**config.mk**
```make
export PLATFORM = sky130hd
export DESIGN_NAME = hrrn_scheduler_top
export DESIGN_NICKNAME = d
export VERILOG_FILES = /design/src/hw/rtl/hrrn_pkg.sv /design/src/hw/rtl/hrrn_scheduler_top.sv /design/src/hw/rtl/hrrn_ram.sv /design/src/hw/rtl/hrrn_div.sv
export VERILOG_INCLUDE_DIRS = /design/src /design/src/hw/rtl
export SDC_FILE = /design/constraint.sdc
export NUM_CORES = 1
export LEC_CHECK = 0
export BUFFER_PORTS_ARGS = -buffer_cell sky130_fd_sc_hd__buf_2
export CAP_MARGIN = 20
export CORE_ASPECT_RATIO = 1.1
export CORE_MARGIN = 2
export CORE_UTILIZATION = 26
export DETAILED_ROUTE_END_ITERATION = 8
export SETUP_SLACK_MARGIN = 0.2
export SLEW_MARGIN = 40
export SYNTH_ARGS = -nofsm -noshare
export SYNTH_HDL_FRONTEND = slang
export SYNTH_SLANG_ARGS = --single-unit
```
**constraint.sdc**
```tcl
create_clock -name clock -period 4.8 [get_ports clock]
set_clock_uncertainty 0.2 [all_clocks]
set_input_delay 0.48 -clock clock [delete_from_list [all_inputs] [get_ports clock]]
set_output_delay 0.48 -clock clock [all_outputs]
set_load 0.01 [all_outputs]
```
**src/hw/rtl/hrrn_scheduler_top_assert.svh**
```systemverilog
// ----------------------------------------------------------------------------
// HRRN scheduler assertion macros
// Concurrent assertion shorthands clocked on clock and disabled in reset.
// ----------------------------------------------------------------------------
`ifndef HRRN_SCHEDULER_TOP_ASSERT_SVH
`define HRRN_SCHEDULER_TOP_ASSERT_SVH
`ifndef NO_ASSERTIONS
`define HRRN_ASSERT_IMP(label, ante, cons, msg) \
   label: assert property (@(posedge clock) disable iff (reset) (ante) |-> (cons)) \
      else $error(msg);
`define HRRN_ASSERT_NXT(label, ante, cons, msg) \
   label: assert property (@(posedge clock) disable iff (reset) (ante) |=> (cons)) \
      else $error(msg);
`else
`define HRRN_ASSERT_IMP(label, ante, cons, msg)
`define HRRN_ASSERT_NXT(label, ante, cons, msg)
`endif
`endif

```
**src/hw/rtl/hrrn_pkg.sv**
```systemverilog
`timescale 1ns / 1ps
// ----------------------------------------------------------------------------
// HRRN scheduler package
// Sequencer states, action codes and the divider status group.
// ----------------------------------------------------------------------------
package hrrn_pkg;

   localparam logic ACT_ARRIVAL = 1'b0;
   localparam logic ACT_TICK    = 1'b1;

   typedef enum logic [10:0] {
      S_IDLE    = 11'b00000000001,
      S_ARR_RD  = 11'b00000000010,
      S_ARR_WR  = 11'b00000000100,
      S_ARR_PUT = 11'b00000001000,
      S_SEL_RD  = 11'b00000010000,
      S_SEL_GO  = 11'b00000100000,
      S_SEL_DIV = 11'b00001000000,
      S_SEL_END = 11'b00010000000,
      S_UPD_RD  = 11'b00100000000,
      S_UPD_WR  = 11'b01000000000,
      S_DONE    = 11'b10000000000
   } state_type;

   typedef struct packed {
      logic busy;
      logic done;
   } div_stat_type;

endpackage

```
**src/hw/rtl/hrrn_scheduler_top.sv**
```systemverilog
`timescale 1ns / 1ps
// ----------------------------------------------------------------------------
// HRRN scheduler top level
// Non-preemptive highest-response-ratio-next scheduler with a waiting table.
// ----------------------------------------------------------------------------
// Usage: an item on the req_ channel is either an arrival (process id and
// burst time go into the lowest free table slot) or a scheduler tick. Each
// item gives exactly one rsp_ item with the running process id, a running
// flag and a flag that is set when an arrival found the table full.
// The table lives in one RAM; a small sequencer sweeps it one slot at a time.
// An arrival sweeps the whole table, then writes the new entry; a full-table
// drop skips the sweep. A tick that selects runs each waiting entry's response
// ratio through the shared bit-serial divider.
// req_ready is high only while the sequencer is idle; one item is in work
// at a time. The result sits in an output register, so the next item may be
// taken while it waits; if rsp_ready stays low, the following item finishes
// its work and then holds until the register frees.
// Reset (synchronous, active high) empties the table and stops the running
// job at once; no clearing pass is needed.
// ----------------------------------------------------------------------------
module hrrn_scheduler_top
   import hrrn_pkg::*;
#(
   parameter int QUEUE_DEPTH = 16,
   parameter int TIME_BITS   = 16
) (
   input  logic        clock,
   input  logic        reset,
   input  logic        req_valid,
   output logic        req_ready,
   input  logic        req_action,
   input  logic [7:0]  req_process_id,
   input  logic [15:0] req_burst_time,
   output logic        rsp_valid,
   input  logic        rsp_ready,
   output logic [7:0]  rsp_running_id,
   output logic        rsp_running_valid,
   output logic        rsp_arrival_dropped
);

`include "hrrn_scheduler_top_assert.svh"

   localparam int AB   = $clog2(QUEUE_DEPTH);
   localparam int TB   = TIME_BITS;
   localparam int EW   = 8 + 2 * TB + AB;
   localparam int ID_H = EW - 1;
   localparam int TM_H = 2 * TB + AB - 1;
   localparam int CT_H = TB + AB - 1;
   localparam logic [AB-1:0] LAST = AB'(QUEUE_DEPTH - 1);
   localparam logic [TB-1:0] TMAX = {TB{1'b1}};

   state_type state_ff, state_in;
   logic [AB-1:0]          idx_ff, idx_in;
   logic [QUEUE_DEPTH-1:0] vld_ff, vld_in;
   logic [AB:0]            cnt_ff, cnt_in;
   logic [7:0]             run_id_ff, run_id_in;
   logic [TB-1:0]          run_time_ff, run_time_in;
   logic                   run_vld_ff, run_vld_in;
   logic [7:0]             pid_ff, pid_in;
   logic [TB-1:0]          burst_ff, burst_in;
   logic [AB-1:0]          free_ff, free_in;
   logic                   free_hit_ff, free_hit_in;
   logic [AB-1:0]          best_slot_ff, best_slot_in;
   logic [7:0]             best_id_ff, best_id_in;
   logic [TB-1:0]          best_time_ff, best_time_in;
   logic [AB-1:0]          best_rank_ff, best_rank_in;
   logic [TB:0]            best_q_ff, best_q_in;
   logic                   best_hit_ff, best_hit_in;
   logic [EW-1:0]          ent_ff, ent_in;
   logic                   drop_ff, drop_in;
   logic                   rsp_valid_ff, rsp_valid_in;
   logic [7:0]             rsp_id_ff, rsp_id_in;
   logic                   rsp_run_ff, rsp_run_in;
   logic                   rsp_drop_ff, rsp_drop_in;

   logic                   ram_wr_en;
   logic [AB-1:0]          ram_wr_addr;
   logic [EW-1:0]          ram_wr_data;
   logic [EW-1:0]          ram_rd_data;

   logic                   div_start;
   logic [TB:0]            div_dividend;
   logic [TB-1:0]          div_divisor;
   logic [TB:0]            div_quo;
   div_stat_type           div_stat;

   logic [TB-1:0]          rd_time;
   logic [TB-1:0]          rd_count;
   logic [AB-1:0]          rd_rank;
   logic [AB-1:0]          ent_rank;
   logic                   idx_last;

   assign rd_time  = ram_rd_data[TM_H -: TB];
   assign rd_count = ram_rd_data[CT_H -: TB];
   assign rd_rank  = ram_rd_data[AB-1:0];
   assign ent_rank = ent_ff[AB-1:0];
   assign idx_last = idx_ff == LAST;

   // A zero burst time divides by one.
   assign div_dividend = {1'b0, rd_count} + {1'b0, rd_time};
   assign div_divisor  = (rd_time == '0) ? TB'(1) : rd_time;

   hrrn_ram #(
      .WIDTH (EW),
      .DEPTH (QUEUE_DEPTH)
   ) u_ram (
      .clock   (clock),
      .wr_en   (ram_wr_en),
      .wr_addr (ram_wr_addr),
      .wr_data (ram_wr_data),
      .rd_addr (idx_ff),
      .rd_data (ram_rd_data)
   );

   hrrn_div #(
      .TIME_BITS (TB)
   ) u_div (
      .clock    (clock),
      .reset    (reset),
      .start    (div_start),
      .dividend (div_dividend),
      .divisor  (div_divisor),
      .quotient (div_quo),
      .stat     (div_stat)
   );

   always_comb begin
      state_in     = state_ff;
      idx_in       = idx_ff;
      vld_in       = vld_ff;
      cnt_in       = cnt_ff;
      run_id_in    = run_id_ff;
      run_time_in  = run_time_ff;
      run_vld_in   = run_vld_ff;
      pid_in       = pid_ff;
      burst_in     = burst_ff;
      free_in      = free_ff;
      free_hit_in  = free_hit_ff;
      best_slot_in = best_slot_ff;
      best_id_in   = best_id_ff;
      best_time_in = best_time_ff;
      best_rank_in = best_rank_ff;
      best_q_in    = best_q_ff;
      best_hit_in  = best_hit_ff;
      ent_in       = ent_ff;
      drop_in      = drop_ff;
      rsp_id_in    = rsp_id_ff;
      rsp_run_in   = rsp_run_ff;
      rsp_drop_in  = rsp_drop_ff;
      rsp_valid_in = rsp_valid_ff && !rsp_ready;
      ram_wr_en    = 1'b0;
      ram_wr_addr  = idx_ff;
      ram_wr_data  = ram_rd_data;
      div_start    = 1'b0;

      case (state_ff)
         S_IDLE: begin
            if (req_valid) begin
               pid_in   = req_process_id;
               burst_in = TB'(req_burst_time);
               drop_in  = 1'b0;
               idx_in   = '0;
               if (req_action == ACT_ARRIVAL) begin
                  if (cnt_ff == (AB + 1)'(QUEUE_DEPTH)) begin
                     drop_in  = 1'b1;
                     state_in = S_DONE;
                  end else begin
                     free_hit_in = 1'b0;
                     state_in    = S_ARR_RD;
                  end
               end else begin
                  best_hit_in = 1'b0;
                  if (!run_vld_ff || run_time_ff == '0) begin
                     state_in = S_SEL_RD;
                  end else begin
                     run_time_in = run_time_ff - 1'b1;
                     state_in    = S_UPD_RD;
                  end
               end
            end
         end
         S_ARR_RD: begin
            state_in = S_ARR_WR;
         end
         S_ARR_WR: begin
            // Every waiting entry ages by one rank; the first free slot is kept.
            if (vld_ff[idx_ff]) begin
               ram_wr_en   = 1'b1;
               ram_wr_data = {ram_rd_data[EW-1:AB], rd_rank + 1'b1};
            end else if (!free_hit_ff) begin
               free_hit_in = 1'b1;
               free_in     = idx_ff;
            end
            if (idx_last) begin
               state_in = S_ARR_PUT;
            end else begin
               idx_in   = idx_ff + 1'b1;
               state_in = S_ARR_RD;
            end
         end
         S_ARR_PUT: begin
            ram_wr_en       = 1'b1;
            ram_wr_addr     = free_ff;
            ram_wr_data     = {pid_ff, burst_ff, {TB{1'b0}}, {AB{1'b0}}};
            vld_in[free_ff] = 1'b1;
            cnt_in          = cnt_ff + 1'b1;
            state_in        = S_DONE;
         end
         S_SEL_RD: begin
            if (vld_ff[idx_ff]) begin
               state_in = S_SEL_GO;
            end else if (idx_last) begin
               state_in = S_SEL_END;
            end else begin
               idx_in = idx_ff + 1'b1;
            end
         end
         S_SEL_GO: begin
            ent_in    = ram_rd_data;
            div_start = 1'b1;
            state_in  = S_SEL_DIV;
         end
         S_SEL_DIV: begin
            if (div_stat.done) begin
               // Equal ratios go to the lower rank, the more recent arrival.
               if (!best_hit_ff || div_quo > best_q_ff ||
                   (div_quo == best_q_ff && ent_rank < best_rank_ff)) begin
                  best_hit_in  = 1'b1;
                  best_q_in    = div_quo;
                  best_slot_in = idx_ff;
                  best_id_in   = ent_ff[ID_H -: 8];
                  best_time_in = ent_ff[TM_H -: TB];
                  best_rank_in = ent_rank;
               end
               if (idx_last) begin
                  state_in = S_SEL_END;
               end else begin
                  idx_in   = idx_ff + 1'b1;
                  state_in = S_SEL_RD;
               end
            end
         end
         S_SEL_END: begin
            idx_in = '0;
            if (best_hit_ff) begin
               run_vld_in           = 1'b1;
               run_id_in            = best_id_ff;
               run_time_in          = (best_time_ff == '0) ? '0 : best_time_ff - 1'b1;
               vld_in[best_slot_ff] = 1'b0;
               cnt_in               = cnt_ff - 1'b1;
               state_in             = S_UPD_RD;
            end else begin
               run_vld_in  = 1'b0;
               run_id_in   = '0;
               run_time_in = '0;
               state_in    = S_DONE;
            end
         end
         S_UPD_RD: begin
            if (vld_ff[idx_ff]) begin
               state_in = S_UPD_WR;
            end else if (idx_last) begin
               state_in = S_DONE;
            end else begin
               idx_in = idx_ff + 1'b1;
            end
         end
         S_UPD_WR: begin
            // Entries older than the one just removed move up one rank.
            ram_wr_en   = 1'b1;
            ram_wr_data = {ram_rd_data[ID_H -: 8], rd_time,
                           (rd_count == TMAX) ? rd_count : rd_count + 1'b1,
                           (best_hit_ff && rd_rank > best_rank_ff) ? rd_rank - 1'b1
                                                                  : rd_rank};
            if (idx_last) begin
               state_in = S_DONE;
            end else begin
               idx_in   = idx_ff + 1'b1;
               state_in = S_UPD_RD;
            end
         end
         S_DONE: begin
            if (!rsp_valid_ff || rsp_ready) begin
               rsp_valid_in = 1'b1;
               rsp_id_in    = run_vld_ff ? run_id_ff : 8'd0;
               rsp_run_in   = run_vld_ff;
               rsp_drop_in  = drop_ff;
               state_in     = S_IDLE;
            end
         end
         default: begin
            state_in = S_IDLE;
         end
      endcase
   end

   always_ff @(posedge clock) begin
      if (reset) begin
         state_ff     <= S_IDLE;
         idx_ff       <= '0;
         vld_ff       <= '0;
         cnt_ff       <= '0;
         run_id_ff    <= '0;
         run_time_ff  <= '0;
         run_vld_ff   <= 1'b0;
         free_hit_ff  <= 1'b0;
         best_hit_ff  <= 1'b0;
         rsp_valid_ff <= 1'b0;
      end else begin
         state_ff     <= state_in;
         idx_ff       <= idx_in;
         vld_ff       <= vld_in;
         cnt_ff       <= cnt_in;
         run_id_ff    <= run_id_in;
         run_time_ff  <= run_time_in;
         run_vld_ff   <= run_vld_in;
         free_hit_ff  <= free_hit_in;
         best_hit_ff  <= best_hit_in;
         rsp_valid_ff <= rsp_valid_in;
      end
      pid_ff       <= pid_in;
      burst_ff     <= burst_in;
      free_ff      <= free_in;
      best_slot_ff <= best_slot_in;
      best_id_ff   <= best_id_in;
      best_time_ff <= best_time_in;
      best_rank_ff <= best_rank_in;
      best_q_ff    <= best_q_in;
      ent_ff       <= ent_in;
      drop_ff      <= drop_in;
      rsp_id_ff    <= rsp_id_in;
      rsp_run_ff   <= rsp_run_in;
      rsp_drop_ff  <= rsp_drop_in;
   end

   assign req_ready           = state_ff == S_IDLE;
   assign rsp_valid           = rsp_valid_ff;
   assign rsp_running_id      = rsp_id_ff;
   assign rsp_running_valid   = rsp_run_ff;
   assign rsp_arrival_dropped = rsp_drop_ff;

   `HRRN_ASSERT_NXT(a_busy_after_accept, req_valid && req_ready, !req_ready,
                    "item accepted but sequencer still ready")
   `HRRN_ASSERT_IMP(a_fill_count, 1'b1, cnt_ff == $countones(vld_ff),
                    "fill count disagrees with valid bits")
   `HRRN_ASSERT_IMP(a_idle_id_zero, rsp_valid && !rsp_running_valid,
                    rsp_running_id == 8'd0, "idle result carries a nonzero id")
   `HRRN_ASSERT_IMP(a_div_in_select, div_stat.busy, state_ff == S_SEL_DIV,
                    "divider busy outside ratio step")

endmodule

```
**src/hw/rtl/hrrn_ram.sv**
```systemverilog
`timescale 1ns / 1ps
// ----------------------------------------------------------------------------
// HRRN generic RAM
// One write port and one read port with registered read data.
// ----------------------------------------------------------------------------
module hrrn_ram #(
   parameter int WIDTH = 8,
   parameter int DEPTH = 16
) (
   input  logic                     clock,
   input  logic                     wr_en,
   input  logic [$clog2(DEPTH)-1:0] wr_addr,
   input  logic [WIDTH-1:0]         wr_data,
   input  logic [$clog2(DEPTH)-1:0] rd_addr,
   output logic [WIDTH-1:0]         rd_data
);

   logic [WIDTH-1:0] mem_ff [DEPTH];
   logic [WIDTH-1:0] rd_data_ff;

   always_ff @(posedge clock) begin
      if (wr_en) begin
         mem_ff[wr_addr] <= wr_data;
      end
      rd_data_ff <= mem_ff[rd_addr];
   end

   assign rd_data = rd_data_ff;

endmodule

```
**src/hw/rtl/hrrn_div.sv**
```systemverilog
`timescale 1ns / 1ps
// ----------------------------------------------------------------------------
// HRRN ratio divider
// Restoring divider, one quotient bit per cycle.
// ----------------------------------------------------------------------------
module hrrn_div
   import hrrn_pkg::*;
#(
   parameter int TIME_BITS = 16
) (
   input  logic                 clock,
   input  logic                 reset,
   input  logic                 start,
   input  logic [TIME_BITS:0]   dividend,
   input  logic [TIME_BITS-1:0] divisor,
   output logic [TIME_BITS:0]   quotient,
   output div_stat_type         stat
);

   localparam int CW = $clog2(TIME_BITS + 2);

   logic [TIME_BITS-1:0] rem_ff, rem_in;
   logic [TIME_BITS:0]   quo_ff, quo_in;
   logic [TIME_BITS-1:0] dsr_ff, dsr_in;
   logic [CW-1:0]        cnt_ff, cnt_in;
   logic                 busy_ff, busy_in;
   logic                 done_ff, done_in;
   logic [TIME_BITS:0]   trial;
   logic                 fits;

   // The dividend shifts out of the top of quo_ff while quotient bits enter below.
   assign trial = {rem_ff, quo_ff[TIME_BITS]};
   assign fits  = trial >= {1'b0, dsr_ff};

   always_comb begin
      rem_in  = rem_ff;
      quo_in  = quo_ff;
      dsr_in  = dsr_ff;
      cnt_in  = cnt_ff;
      busy_in = busy_ff;
      done_in = 1'b0;
      if (start) begin
         rem_in  = '0;
         quo_in  = dividend;
         dsr_in  = divisor;
         cnt_in  = CW'(TIME_BITS + 1);
         busy_in = 1'b1;
      end else if (busy_ff) begin
         rem_in = fits ? TIME_BITS'(trial - {1'b0, dsr_ff}) : TIME_BITS'(trial);
         quo_in = {quo_ff[TIME_BITS-1:0], fits};
         cnt_in = cnt_ff - 1'b1;
         if (cnt_ff == CW'(1)) begin
            busy_in = 1'b0;
            done_in = 1'b1;
         end
      end
   end

   always_ff @(posedge clock) begin
      if (reset) begin
         busy_ff <= 1'b0;
         done_ff <= 1'b0;
         cnt_ff  <= '0;
      end else begin
         busy_ff <= busy_in;
         done_ff <= done_in;
         cnt_ff  <= cnt_in;
      end
      rem_ff <= rem_in;
      quo_ff <= quo_in;
      dsr_ff <= dsr_in;
   end

   assign quotient  = quo_ff;
   assign stat.busy = busy_ff;
   assign stat.done = done_ff;

endmodule

```
==> metrics, run 1 <==
status=completed; I/O pin total=41; Routed Antenna Nets=0; mean area per synthesized cell=17.0 µm²; Peak supply drop=0.000292 V; row cnt=150; crit end category=register; Yosys cell types=74; sequential fraction of the synthesis area=0.710; Final Critical Period=4.07 ns; ranking of synthesized cells by area=edfxtp_1 (64%), mux4_2 (13%), dfxtp_1 (6.6%), ha_1 (2.1%), nand2_1 (1.7%); Synth Net Count=2436; total die area=156000 µm²; Inst Count DP=4315; flops & latches, synth=984; Slew Viols, Final=0; LEAKAGE=13.3 nW; R2R setup slack=0.73 ns; grt peak-use layer=met2; Synth warnings=0; first-pass GRT wire length=139 mm; Placement Setup Slack=0.725 ns; dpl cell area=42900 µm²; TritonRoute pass-1 iters=5; Buffers on Ports=40; Logic pwr share=0.046; filler instances=14700; clk sinks=984; Max Cap Viol=0; met1 usage in global routing=0.161; ratio of cells with drive above 1 in the final layout=0.212; Req. time, crit path=4.95 ns; Final nets=2573; Syn Std Cell Area=39800 µm²; Multi-input gate area=11000 µm²; EDFF count, synth=853; worst-margin pin slew=0.844 ns; die height=414 µm; P_int=14.5 mW; Synth area leader=edfxtp_1; routability cong.=0.834; Starting Density=0.262; Worst-path clk slew=0.06 ns; Max clock buf depth=3; part of the power in the clock network=0.445; clk root buf=clkbuf_16; Finish-stage setup viols=0; Post-synth ARST share=0; Wirelength per Cell=20.5 µm; Final Non-Filler Cells=4542; TritonCTS buffer count=101; via count=21300; design area=46800 µm²; critical-path maximum fanout=30; Reg2Reg Depth=9; CTS tree=done; setup TNS=0 ns; Hold Path End=best_time_ff[4]$_DFFE_PP_; total grt overflow=0; Reg2Reg Launch Point=state_ff[4]$_SDFFE_PP0P_; gr usage total=0.117; Worst-Skew Late Latency=0.69 ns; Post-CTS Resized=0; core area=152000 µm²; number of vias per cell=4.69; Final WS setup=0.728 ns; Setup CP Type=register to register; WHS Path Cells=0; Slew headroom=0.437; routing usage on met3=0.0195; dpl hpwl=55.8 mm; Flop pwr share=0.509; Yosys top cell area share=0.644; Mapped Cells=2336; highest clock rate=0.246 GHz; register area=28300 µm²; grt met2 use=0.191; RSZ-0062 raised after global routing=false; die extent in x=377 µm; Worst Hold Class=register to register; Area Overhead vs Synth=17.7%; drt total wl=93.0 mm; Final Cycle Share=0.848; Sw Ratio=0.214; initial DRC count=1866; CP arrival=4.23 ns; RR Endpoint=u_ram.mem_ff[13][16]$_DFFE_PP_; largest net degree at the start of global routing=93; net switching power=3.96 mW; CP startpoint kind=register; worst hold start=ent_ff[24]$_DFFE_PN_; vias in the first global route=21300; CTS HTree Levels=3; initial antenna violation count=5; DRC=0; final hold violations=0; power density cells=394 nW/µm²; Post-synth top flop=edfxtp_1
[worst max-delay path, cell delays in order, from the launching register on]
cell and delay (ns):
dfxtp_1 0.37, or3_4 0.43, or4_1 0.69, nor2_4 0.17
nor2_1 0.05, buf_4 0.18, o21ai_0 0.23, nand2_1 0.40
nor2_4 0.64, buf_12 0.33
[power by group through the flow]
stage / registers, mW / clock network [mW] / logic, mW
after global routing: 9.40 / 8.70 / 0.935
after detailed placement: 9.58 / 0 / 0.823
after CTS: 9.39 / 8.38 / 0.844
after global placement: 9.58 / 0 / 0.820
after floorplan: 9.51 / 0 / 0.621
final: 9.40 / 8.21 / 0.840
[worst max path at each step]
stage,startpoint,slack [ns],endpoint
5_1_grt,state_ff[4]$_SDFFE_PP0P_,0.53,u_ram.mem_ff[13][29]$_DFFE_PP_
2_1_floorplan,state_ff[8]$_SDFFE_PP0P_,0.05,u_ram.mem_ff[0][0]$_DFFE_PP_
3_5_place_dp,state_ff[4]$_SDFFE_PP0P_,0.73,u_ram.mem_ff[13][23]$_DFFE_PP_
6_report,state_ff[4]$_SDFFE_PP0P_,0.73,u_ram.mem_ff[13][16]$_DFFE_PP_
3_3_place_gp,state_ff[4]$_SDFFE_PP0P_,0.77,u_ram.mem_ff[14][26]$_DFFE_PP_
4_1_cts,state_ff[4]$_SDFFE_PP0P_,0.71,u_ram.mem_ff[13][29]$_DFFE_PP_
[cell usage after synthesis (all sizes together), types with 8 or more instances]
cell type and n:
a21o 13, buf 29, nand3b 9, nor4 13
and2 12, mux2i 11, nor2b 17, dfxtp 131
and3 14, nor3 43, nand2b 15, clkbuf 79
or3 15, a21oi 96, inv 69, nor2 111
a211oi 15, xor2 18, mux4 224, xnor2 32
ha 68, nand4 11, o22ai 10, edfxtp 853
nand2 184, nand3 43, a31oi 14, o21ai 84
o21a 8
[logic make-up after synthesis]
kind of cell             share of synthesized area
flip-flops                                   0.710
adder cells (fa/ha/maj)                     0.0229
buffers and inverters                       0.0172
AND/OR/NAND/NOR                             0.0624
AO/OA/AOI/OAI                               0.0464
multiplexers                                 0.130
XOR/XNOR                                    0.0110
[cell type report]
cell class              count  area share
repair buffers            142      0.0269
clock buffers             136      0.0585
well taps                1976      0.0528
clock inverters            56      0.0165
diodes                      4    0.000214
multi-input cells        1175       0.236
inverters                  69     0.00559
flip-flops and latches    984       0.604
[metal layers]
| layer | part of all wire | wire length, µm |
|---|---|---|
| met5 | 0 | 0 |
| met4 | 0.016 | 1470 |
| met3 | 0.061 | 5680 |
| met2 | 0.48 | 44900 |
| met1 | 0.44 | 40900 |
[layout by cell type (no fill, tap or decap), types with 67 or more instances in the layout]
| cell | instances |
|---|---|
| dfxtp_1 | 127 |
| clkbuf_16 | 101 |
| edfxtp_1 | 853 |
| nand2_1 | 184 |
| o21ai_0 | 81 |
| nor2_1 | 92 |
| mux4_2 | 224 |
| inv_1 | 67 |
| a21oi_1 | 96 |
| ha_1 | 68 |
[sequential cells by signal, summed over array words and instances, names as in the netlist, 17 cells and up]
signal and count:
best_q_ff 17, ent_ff 28, u_div.quotient 17, u_ram.mem_ff 704
u_ram.rd_data 44
[what timing repair did]
item / CTS / global route
hold endpoints to repair: 38 / 0
hold buffers: 29 / 0
setup buffers: 0 / 0
[per-stage QoR]
step / hold slack (ns) / total power [mW] / util
after floorplan: 0.200 / 10.1 / -
after global routing: 0.220 / 19.0 / 0.308
after detailed placement: 0.205 / 10.4 / 0.283
final: 0.209 / 18.4 / 0.308
after CTS: 0.211 / 18.6 / 0.308
after global placement: 0.204 / 10.4 / 0.282
No activity file was read; power rests on OpenSTA's default activity.
==> run 2: changes to the inputs <==
- clock period: 4.8 -> 3.7 ns (I/O delays scaled with it)
==> metrics, run 2 (synthesis gave the netlist of run 1 again) <==
clk root buf=clkbuf_16; Final Cycle Share=0.910; die height=414 µm (unchanged); Slew Viols, Final=0 (unchanged); Slew headroom=0.484 (+0.0468); part of the power in the clock network=0.432 (-0.013); drt total wl=89.5 mm (-3.7%); number of vias per cell=4.64 (-1.1%); Inst Count DP=4340 (+0.58%); Routed Antenna Nets=0 (unchanged); row cnt=150 (unchanged); CTS HTree Levels=3 (unchanged); TritonRoute pass-1 iters=7 (+2); max layer used=met4; routability cong.=0.819 (-1.8%); Sw Ratio=0.215 (+0.000340); Logic pwr share=0.049 (+0.003); DRC=0 (unchanged); core area=152000 µm² (unchanged); power density cells=496 nW/µm² (+26%); Final nets=2606 (+1.3%); via count=21200 (-0.52%); I/O pin total=41 (unchanged); max FFs per register=704 (unchanged); clk sinks=984 (unchanged); Max clock buf depth=3 (unchanged); R2R setup slack=0.35 ns (-0.38 ns); Area Overhead vs Synth=18.7%; worst hold start=req_burst_time[14]; Met3 Wirelength=4.20 mm (-26%); initial antenna violation count=4 (-1); Peak supply drop=0.000397 V (+36%); worst-margin pin slew=0.768 ns (-0.0762 ns); Reg2Reg Depth=11 (+2); first-pass GRT wire length=136 mm (-2.3%); Worst Hold Class=primary input to register; crit end category=primary output; WHS Path Cells=2 (+2); total die area=156000 µm² (unchanged); commonest cells after routing, fill and taps aside=edfxtp_1 (853), mux4_2 (224), nand2_1 (181); initial DRC count=1766 (-5.4%); total grt overflow=0 (unchanged); met1 wire length=41.4 mm (+1.3%); Finish-stage setup viols=0 (unchanged); Final Critical Period=3.37 ns; most common cell after layout, fill and taps aside=edfxtp_1; net switching power=5.02 mW (+27%); CP arrival=2.80 ns (-1.43 ns); setup TNS=0 ns (unchanged); ratio of cells with drive above 1 in the final layout=0.222 (+0.0108); post-layout util=0.310 (+0.00259); CTS tree=done; routed wl met2=41.9 mm (-6.8%); TritonCTS buffer count=100 (-0.99%); P_int=18.4 mW (+27%); Req. time, crit path=3.13 ns (-1.82 ns); CP startpoint kind=register; Final Non-Filler Cells=4568 (+0.57%); die extent in x=377 µm (unchanged); RR Endpoint=u_ram.mem_ff[15][40]$_DFFE_PP_; Buffers on Ports=40 (unchanged); LEAKAGE=13.5 nW (+1.0%); status=completed; Worst-path clk slew=0.06 ns (about the same); Hold Path End=burst_ff[14]$_DFFE_PP_; Flop pwr share=0.519 (+0.010); Setup CP Type=register to primary output; vias in the first global route=21300 (+0.20%); Reg2Reg Launch Point=state_ff[0]$_SDFFE_PP1P_; highest clock rate=0.297 GHz; RSZ-0062 raised after global routing=false; Max Cap Viol=0 (unchanged); critical-path maximum fanout=6 (-80%); Worst-Skew Late Latency=0.70 ns (about the same); dpl hpwl=56.9 mm (+1.9%); Starting Density=0.262 (unchanged); largest net degree at the start of global routing=83 (-11%); Top reg by flops=u_ram.mem_ff; gr usage total=0.113 (-0.00392); Wirelength per Cell=19.6 µm (-4.3%); final hold violations=0 (unchanged)
## run 2: cell types whose count changed in the layout (fill, tap and decap cells not counted), sizes merged
cell         previous run  this run
dlygate4sd3            29        28
buf                   113       148
diode                   4         1
clkinvlp                3         5
inv                    72        71
clkinv                 35        31
clkbuf                136       140
bufinv                 15         9
## run 2: per-stage QoR
step	power, mW	instance area (µm²)	hold WS [ns]	worst slack, ns
final	23.4	47200	0.192	0.333
after global placement	13.5	43200	0.202	0.0854
after CTS	23.7	47100	0.0314	0.207
after global routing	24.2	47200	0.179	0.208
after detailed placement	13.5	43400	0.205	0.144
after floorplan	13.2	40000	0.200	0.237
## run 2: final cells by class
type	instances	area, µm²
antenna	1	2.50
tap	1976	2470
clock buffer	140	2720
multi-input combinational	1175	11100
clock inverter	47	628
fill	14700	105000
sequential	984	28300
inverter	69	259
timing repair buffer	176	1750
## run 2: worst max-delay path by stage
stage | slack, ns | cells after the start | endpoint | from
floorplan | 0.24 | 9 | u_ram.mem_ff[11][0]$_DFFE_PP_ | state_ff[8]$_SDFFE_PP0P_
global placement | 0.09 | 9 | u_ram.mem_ff[14][28]$_DFFE_PP_ | state_ff[10]$_SDFFE_PP0P_
detailed placement | 0.14 | 8 | u_ram.mem_ff[5][26]$_DFFE_PP_ | state_ff[10]$_SDFFE_PP0P_
CTS | 0.21 | 8 | u_ram.mem_ff[6][19]$_DFFE_PP_ | state_ff[0]$_SDFFE_PP1P_
global route | 0.21 | 12 | cnt_ff[4]$_SDFFE_PP0P_ | state_ff[0]$_SDFFE_PP1P_
finish | 0.33 | 5 | req_ready | state_ff[3]$_SDFFE_PP0P_
## run 2: critical path, stage by stage, from the launching register on
cell and delay (ns):
dfxtp_1 0.34, or3_1 0.46, or4_4 0.46, or3b_1 0.50
inv_2 0.18, buf_2 0.18
## run 2: power by group through the flow
stage / Clock [mW] / Combinational (mW) / Sequential, mW
after floorplan: 0 / 0.822 / 12.3
after detailed placement: 0 / 1.12 / 12.4
after global placement: 0 / 1.11 / 12.4
after CTS: 10.4 / 1.15 / 12.1
after global routing: 10.8 / 1.26 / 12.2
final: 10.1 / 1.14 / 12.2
## run 2: layer usage
metal  GRT usage  vias to the layer above
met3      0.0166                      136
met5           0                        -
met2       0.179                      541
met4      0.0336                        0
met1       0.162                    11000
li1            -                     9579
## run 2: timing repair
action / CTS / global route
pin swaps: 6 / 4
gates resized for setup: 0 / 2
setup endpoints to repair: 137 / 338
gates cloned: 0 / 0
hold buffers: 27 / 1
buffers inserted: 7 / 5
endpoints found under the hold margin: 29 / 25
==> run 3: changes to the inputs <==
==> constraint.sdc (replaced) <==
create_clock -name clock -period 3.7 [get_ports clock]
set_clock_uncertainty 0.2 [all_clocks]
set_input_delay 0.555 -clock clock [delete_from_list [all_inputs] [get_ports clock]]
set_output_delay 0.555 -clock clock [all_outputs]
set_load 0.01 [all_outputs]
==> metrics, run 3 (synthesis gave the netlist of run 1 again) <==
CTS HTree Levels=3 (unchanged); Placement Setup Slack=0.198 ns (+0.0538 ns); Starting Density=0.262 (unchanged); Reg2Reg Launch Point=state_ff[2]$_SDFFE_PP0P_; Inst Count DP=4334 (-0.14%); drt total wl=89.2 mm (-0.30%); Worst-Skew Late Latency=0.68 ns (-0.02 ns); RSZ-0062 raised after global routing=false; die height=414 µm (unchanged); Max Cap Viol=0 (unchanged); Area Overhead vs Synth=18.2%; status=completed; CP Launch Point=state_ff[4]$_SDFFE_PP0P_; vias in the first global route=21200 (-0.77%); worst hold start=rsp_ready; Slew headroom=0.464 (-0.0204); Worst Hold Class=primary input to register; worst-margin pin slew=0.782 ns (+0.0142 ns); Final WS setup=0.291 ns (-0.0421 ns); Wirelength per Cell=19.5 µm (-0.51%); core area=152000 µm² (unchanged); critical-path maximum fanout=6 (unchanged); TritonRoute pass-1 iters=5 (-2); CP arrival=2.65 ns (-0.15 ns); via count=21200 (-0.14%); Setup CP Type=register to primary output; largest net degree at the start of global routing=82 (-1.2%); Top reg by flops=u_ram.mem_ff; Peak supply drop=0.000414 V (+4.2%); clk root buf=clkbuf_16; dpl cell area=43300 µm² (-0.23%); clk sinks=984 (unchanged); LEAKAGE=13.4 nW (-0.19%); Req. time, crit path=2.94 ns (-0.19 ns); Routed Antenna Nets=0 (unchanged); initial antenna violation count=6 (+2); post-layout util=0.309 (-0.00113); design area=47000 µm² (-0.36%); Worst-path clk slew=0.06 ns (about the same); number of vias per cell=4.63 (-0.35%); TritonCTS buffer count=97 (-3.0%); setup TNS=0 ns (unchanged); total grt overflow=0 (unchanged); Buffers on Ports=40 (unchanged); dpl hpwl=56.6 mm (-0.63%); most common cell after layout, fill and taps aside=edfxtp_1; initial DRC count=1763 (-0.17%); first-pass GRT wire length=134 mm (-1.4%); Max clock buf depth=3 (unchanged); crit end category=primary output; total die area=156000 µm² (unchanged); Final nets=2617 (+0.42%); I/O pin total=41 (unchanged); CP startpoint kind=register; Finish-stage setup viols=0 (unchanged); ratio of cells with drive above 1 in the final layout=0.228 (+0.00568); row cnt=150 (unchanged); Final Critical Period=3.41 ns (+0.0421 ns); routability cong.=0.819 (about the same); highest clock rate=0.293 GHz (-1.2%); max FFs per register=704 (unchanged); die extent in x=377 µm (unchanged); Final Cycle Share=0.921 (+0.0114); Final Non-Filler Cells=4578 (+0.22%); commonest cells after routing, fill and taps aside=edfxtp_1 (853), mux4_2 (224), nand2_1 (181); final hold violations=0 (unchanged); CTS tree=done; gr usage total=0.112 (-0.00148); Slew Viols, Final=0 (unchanged); power density cells=487 nW/µm² (-1.7%); DRC=0 (unchanged)
## run 3: changes by cell type in the layout (fill, tap and decap cells not counted), sizes merged
cell and change:
buf +18, dlygate4sd3 -4, clkinv +5, clkinvlp -1, clkbuf -4, bufinv -4
## run 3: path summary, 6_finish.rpt
check	endpoint	slack (ns)	cells past startpoint
min reg2reg	best_time_ff[8]$_DFFE_PP_	0.22	0
max	req_ready	0.29	5
min	rsp_valid$_SDFF_PP0_	0.07	3
max reg2reg	u_ram.mem_ff[0][24]$_DFFE_PP_	0.38	9
## run 3: repair_timing
action | 4_1_cts | 5_1_grt
endpoints found under the hold margin | 24 | 0
buffers inserted | 0 | 36
endpoints found under the setup margin | 71 | 349
pin swaps | 4 | 12
gates resized for setup | 2 | 3
hold buffers | 24 | 0
## run 3: layout make-up
type                       instances  area, µm²
antenna                            1       2.50
sequential                       984      28300
multi-input combinational       1175      11100
tap                             1976       2470
clock buffer                     136       2650
fill                           14800     105000
timing repair buffer             190       1770
inverter                          69        262
clock inverter                    47        498
## run 3: metal layers
layer | track usage | vias to the layer above | part of all wire
met1 | 0.160 | 10900 | 0.46
met3 | 0.0192 | 107 | 0.055
li1 | - | 9592 | -
met2 | 0.177 | 561 | 0.47
met4 | 0.0269 | 4 | 0.017
met5 | 0 | - | 0.00044
## run 3: power by group
group	total [mW]	switching [mW]	internal, mW
clock	9.61	4.19	5.42
sequential	12.2	0.103	12.1
combinational	1.15	0.667	0.484
## run 3: worst max-delay path: stages, from the launching register on
cell,delay (ns)
dfxtp_1,0.31
or3_4,0.40
or4_4,0.53
or3b_4,0.46
inv_4,0.12
buf_2,0.16
## run 3: through the flow
step           hold slack (ns)  total power, mW
2_1_floorplan            0.200             13.2
3_3_place_gp             0.201             13.5
3_5_place_dp             0.205             13.5
4_1_cts                 0.0341             23.2
5_1_grt                 0.0722             23.7
6_report                0.0726             22.9
